[src/rtl/hmad_pkg.sv]
// Shared types and constants of the histogram median and absolute deviation block.
package hmad_pkg;

	// Saturation limit of the absolute deviation sum.
	localparam int unsigned SumW = 24;
	localparam logic [SumW-1:0] SUM_LIMIT = {SumW{1'b1}};

	// Width of the median output port.
	localparam int unsigned MedW = 8;

	// Controller states.
	typedef enum logic [2:0] {
		S_IDLE,
		S_DRAIN,
		S_MED,
		S_MED_END,
		S_DEV,
		S_DEV_END1,
		S_DEV_END2,
		S_EMIT
	} hmad_state_t;

	// Commands from the controller to the datapath.
	typedef struct packed {
		logic accept;
		logic med_init;
		logic med_scan;
		logic dev_init;
		logic dev_scan;
		logic clear;
	} hmad_cmd_t;

	// Status from the datapath to the controller.
	typedef struct packed {
		logic scan_last;
	} hmad_stat_t;

endpackage

[src/rtl/hmad_ctrl.sv]
// Controller state machine of the histogram median and absolute deviation block.
module hmad_ctrl #(
	parameter int BINS = 256
) (
	input  logic                 clk,
	input  logic                 arst_n,
	input  logic                 start,
	input  logic                 last,
	output logic                 busy,
	output logic                 done,
	output hmad_pkg::hmad_cmd_t  cmd,
	input  hmad_pkg::hmad_stat_t stat
);
	import hmad_pkg::*;

	hmad_state_t state_q;
	hmad_state_t state_d;

	// State register.
	always_ff @(posedge clk or negedge arst_n) begin
		if (!arst_n) begin
			state_q <= S_IDLE;
		end else begin
			state_q <= state_d;
		end
	end

	// Next state and commands.
	always_comb begin
		state_d = state_q;
		cmd     = '0;
		busy    = 1'b1;
		done    = 1'b0;
		case (state_q)
			S_IDLE: begin
				busy       = 1'b0;
				cmd.accept = start;
				if (start && last) begin
					state_d = S_DRAIN;
				end
			end
			S_DRAIN: begin
				// The last sample finishes its count update here.
				cmd.med_init = 1'b1;
				state_d      = S_MED;
			end
			S_MED: begin
				cmd.med_scan = 1'b1;
				if (stat.scan_last) begin
					state_d = S_MED_END;
				end
			end
			S_MED_END: begin
				// The last bin of the median walk is evaluated here.
				cmd.dev_init = 1'b1;
				state_d      = S_DEV;
			end
			S_DEV: begin
				cmd.dev_scan = 1'b1;
				if (stat.scan_last) begin
					state_d = S_DEV_END1;
				end
			end
			S_DEV_END1: begin
				state_d = S_DEV_END2;
			end
			S_DEV_END2: begin
				state_d = S_EMIT;
			end
			S_EMIT: begin
				done      = 1'b1;
				cmd.clear = 1'b1;
				state_d   = S_IDLE;
			end
			default: begin
				state_d = S_IDLE;
			end
		endcase
	end

	// The result strobe lasts exactly one cycle.
	a_done_pulse: assert property (@(posedge clk) disable iff (!arst_n)
		done |=> !done)
		else $error("result strobe held for more than one cycle");

	// A closing request yields its result after both walks.
	a_done_latency: assert property (@(posedge clk) disable iff (!arst_n)
		(start && !busy && last) |-> ##(2*BINS+5) done)
		else $error("result not delivered at the expected cycle");

	// No request is taken while a set is being evaluated.
	a_no_accept_busy: assert property (@(posedge clk) disable iff (!arst_n)
		(state_q != S_IDLE) |-> !cmd.accept)
		else $error("request accepted while busy");

endmodule

[config.mk]
export PLATFORM = sky130hd
export DESIGN_NAME = hmad_ctrl
export DESIGN_NICKNAME = d
export VERILOG_FILES = /design/src/rtl/hmad_pkg.sv /design/src/rtl/hmad_ctrl.sv
export SDC_FILE = /design/constraint.sdc
export NUM_CORES = 1
export LEC_CHECK = 0
export BUFFER_PORTS_ARGS = -buffer_cell sky130_fd_sc_hd__buf_2
export CAP_MARGIN = 20
export CORE_AREA = 3 3 40 42
export CTS_CLUSTER_DIAMETER = 30
export DETAILED_ROUTE_END_ITERATION = 8
export DIE_AREA = 0 0 43 45
export PLACE_DENSITY = 0.42
export SLEW_MARGIN = 10
export SYNTH_ARGS = -nofsm -noshare
export SYNTH_HDL_FRONTEND = slang
export SYNTH_SLANG_ARGS = --single-unit
[constraint.sdc]
create_clock -name clk -period 1.1 [get_ports clk]
set_input_delay 0.22 -clock clk [delete_from_list [all_inputs] [get_ports clk]]
set_output_delay 0.22 -clock clk [all_outputs]
set_load 0.03 [all_outputs]
======== Word level (Yosys, flattened, before mapping) ========
Cells that the tools add are included.
operators by class
  mux-type cells .......................... 11
  equality and inequality tests ........... 10
  reductions and logical operators ........ 3
operators with widths
  cell                  count
  $pmux W3 S8           1
  $eq A3 B3 Y1 const B  4
  $mux W3               3
  $mux W1               7
  $eq A3 B2 Y1 const B  2
  $ne A2 B2 Y1 const B  3
  $eq A3 B1 Y1 const B  1
  $logic_not A3 Y1      1
  $reduce_and A3 Y1     1
  $logic_and A1 B1 Y1   1
word-level totals
  register bits ........................... 3
  bits of input ports ..................... 5
  output and inout port bits .............. 8

======== Logic depth before layout (Yosys ltp) ========
  word-level depth ........................ 3
  gate-level depth with buffers ........... 3

======== Worst setup path before layout ========
OpenSTA, ideal clock, no wires.
  path kind ............................... reg2out
  from .................................... register state_q[2]
  to ...................................... output port cmd[3] in the netlist's numbering
  path buffers ............................ 1
  arrival time ............................ 1.232 ns
  stages on the path, launching flop included .. 3
  data required time ...................... 0.880 ns
  setup slack ............................. -0.352 ns
  cells stage by stage .................... dfrtp_1 -> buf_6 -> nor3b_1
RTL lines
  what                      line             source
  start: declaration        hmad_ctrl.sv:16  hmad_state_t state_q;
  start signal: assignment  hmad_ctrl.sv:24  state_q <= state_d;
  end: declaration          hmad_ctrl.sv:11  output hmad_pkg::hmad_cmd_t cmd,

==> flow_summary.toml <==
[outcome]
outcome = "finished with violations"
violations = "setup timing"

[pwr]
switching_share = 0.4547
total_leakage_power_nw = 0.1801
p_total_mw = 1.314
p_switching_uw = 597.4
p_int_uw = 716.4
combinationalPowerShare = 0.698
p_per_area_nw_per_um2 = 3431
seqPwrFrac = 0.160
p_clk_frac = 0.142
max-vdd-ir-drop_mv = 0.9758

[grt]
grt-ovfl-total = 0
antenna_found_initial = 0
grt_max_degree = 10
grt_pass1_vias = 198
grt_pass1_wl_um = 807
grt.total_usage = 0.06000

[route]
wl_um = 528
drt-pass1-iter-count = 2
ant_nets = 0
drt-initial-drc-count = 1
vias = 209
routed_via_density = 3.870
drc = 0
wl_per_cell_um = 9.778

[synth]
synth.top_cell.area_share = 0.3550
synth_cells = 22
ys_types = 16
syn_avg_cell_area_um2 = 9.612
ys_top_cells_by_area = "dfrtp_1 (36%), buf_6 (11%), nor3b_1 (11%)"
synth-seq-cells = 3
synth-seq-area-share = 0.3550
synthesis.area_um2 = 211.5
synth_edf_count = 0
synth_common_cells = "dfrtp_1 (3), nor3b_1 (3), buf_6 (2), nor2_1 (2)"
ys_warn_count = 0
synth_top_area_cell = "dfrtp_1"
ys.flop_type = "dfrtp_1"
async_reset_ff_frac = 1.000
syn_nets = 27

[layout]
fill_cells = 145
reg.largest.list = "state_q x3"
drive_gt1_frac = 0.6667
synthToLayoutAreaGrowth_pct = 81.06
layout.nets = 45
regMostFlops = "state_q"
final_cells = 54
largest_reg_flops = 3
fin_util = 0.2980
antenna_cells = 0

[floorplan]
num_rows = 13
ios = 13
initial_utilization = 0.1646
die_y_um = 45
dieWidth_um = 43
die-area_um2 = 1935
coreArea_um2 = 1285

[clocking]
numCtsBuffers = 3
clock-sinks = 3
cts_buffer_depth = 2
h-tree-depth = 1
root_buffer = "clkbuf_4"
cts_tree = "yes"
clock_latency_ps = 230
clk_pin_slew_ps = 40

[min_path]
min_path_cells = 3
hp-class = "input port to flop"
holdPathEnd = "state_q[0]$_DFFE_PN0P_"
min_from = "last"

[sta]
fin_crit_sh = 1.312
rsz0062_at_grt = "true"
tightest_slew_ps = 192.7
tns_ps = -2126
setup_viol = 8
final.setup.worst_slack_ps = -342.9
finalHoldViolations = 0
period_needed_ps = 1443
slew_headroom = 0.8716
fmax_mhz = 693.1
maxSlewViolCount = 0
fin_skew_ps = 0.1828

[flow_run]
drv_cap = 0

[critical_path]
start_kind = "flop"
path_max_fanout = 2
r2r_slack_ps = 30
cp-end-kind = "primary output"
cp.required_ps = 880
rr_endpoint = "state_q[0]$_DFFE_PN0P_"
cp.arrival_ps = 1220
reg2regPathDepth = 3
critPathKind = "flop to primary output"
crit_path_start = "state_q[2]$_DFFE_PN0P_"
r2r_start = "state_q[2]$_DFFE_PN0P_"

[placement]
place_inst = 49
gp_congestion = 0.7100
port_buffers = 12
==> power by group through the flow <==
stage / logic (mW) / registers, mW / clock network [mW]
global placement: 0.782 / 0.210 / 0
floorplan: 0.651 / 0.189 / 0
CTS: 0.893 / 0.212 / 0.193
detailed placement: 0.790 / 0.208 / 0
global route: 0.974 / 0.213 / 0.207
finish: 0.917 / 0.210 / 0.187
==> cells in the final DEF (no fill, tap or decap), types with 2 or more instances in the layout <==
| master | count |
|---|---|
| nor3b_2 | 2 |
| buf_2 | 5 |
| dfrtp_1 | 3 |
| buf_4 | 8 |
| nor2_1 | 2 |
| clkbuf_4 | 3 |
| buf_6 | 3 |
==> worst max-delay path, stage by stage, from the launching register on <==
cell	delay, ps
dfrtp_1	380
or3_4	400
nor2_4	90
buf_6	130
==> through the flow <==
stage / setup slack [ps] / area, um^2 / hold WS (ps)
6_report: -342.9 / 382.9 / 281.9
3_3_place_gp: -156.3 / 305.3 / 16.25
2_1_floorplan: -256.1 / 231.5 / -75.59
4_1_cts: -346.4 / 372.9 / 286.8
3_5_place_dp: -161.8 / 305.3 / 20.16
5_1_grt: -390.9 / 382.9 / 284.9
==> metal layers <==
metal	share of wire	up-vias	global-route usage
li1	-	107	-
met1	0.40	96	0.05314
met2	0.56	6	0.1048
met3	0.034	0	0.04781
met4	0	0	0.01807
met5	0	-	0
==> worst max path at each step <==
stage,to
floorplan,cmd[5]
finish,cmd[5]
CTS,cmd[5]
detailed placement,cmd[5]
global route,cmd[5]
global placement,cmd[5]
==> cell families (layout without fill, tap and decap cells) <==
group | Yosys count | after routing | share of synthesized area
AO/OA/AOI/OAI | 2 | 2 | 0.06507
flip-flops | 3 | 3 | 0.3550
XOR/XNOR | 2 | 2 | 0.08286
buffers and inverters | 5 | 22 | 0.1834
AND/OR/NAND/NOR | 10 | 10 | 0.3136
==> final cells by class <==
type / count / area, um^2 / area share
inverters: 1 / 3.754 / 0.009804
clock buffers: 4 / 26.28 / 0.06863
multi-input cells: 14 / 130.1 / 0.3399
flip-flops and latches: 3 / 75.07 / 0.1961
repair buffers: 17 / 128.9 / 0.3366
well taps: 15 / 18.77 / 0.04902
==> repair_timing <==
action	4_1_cts	5_1_grt
pin swaps	1	1
setup endpoints to repair	9	9
resized for setup	10	2
endpoints found under the hold margin	3	0
hold buffers	1	0
buffers inserted	0	0
No activity file was read; power rests on OpenSTA's default activity.
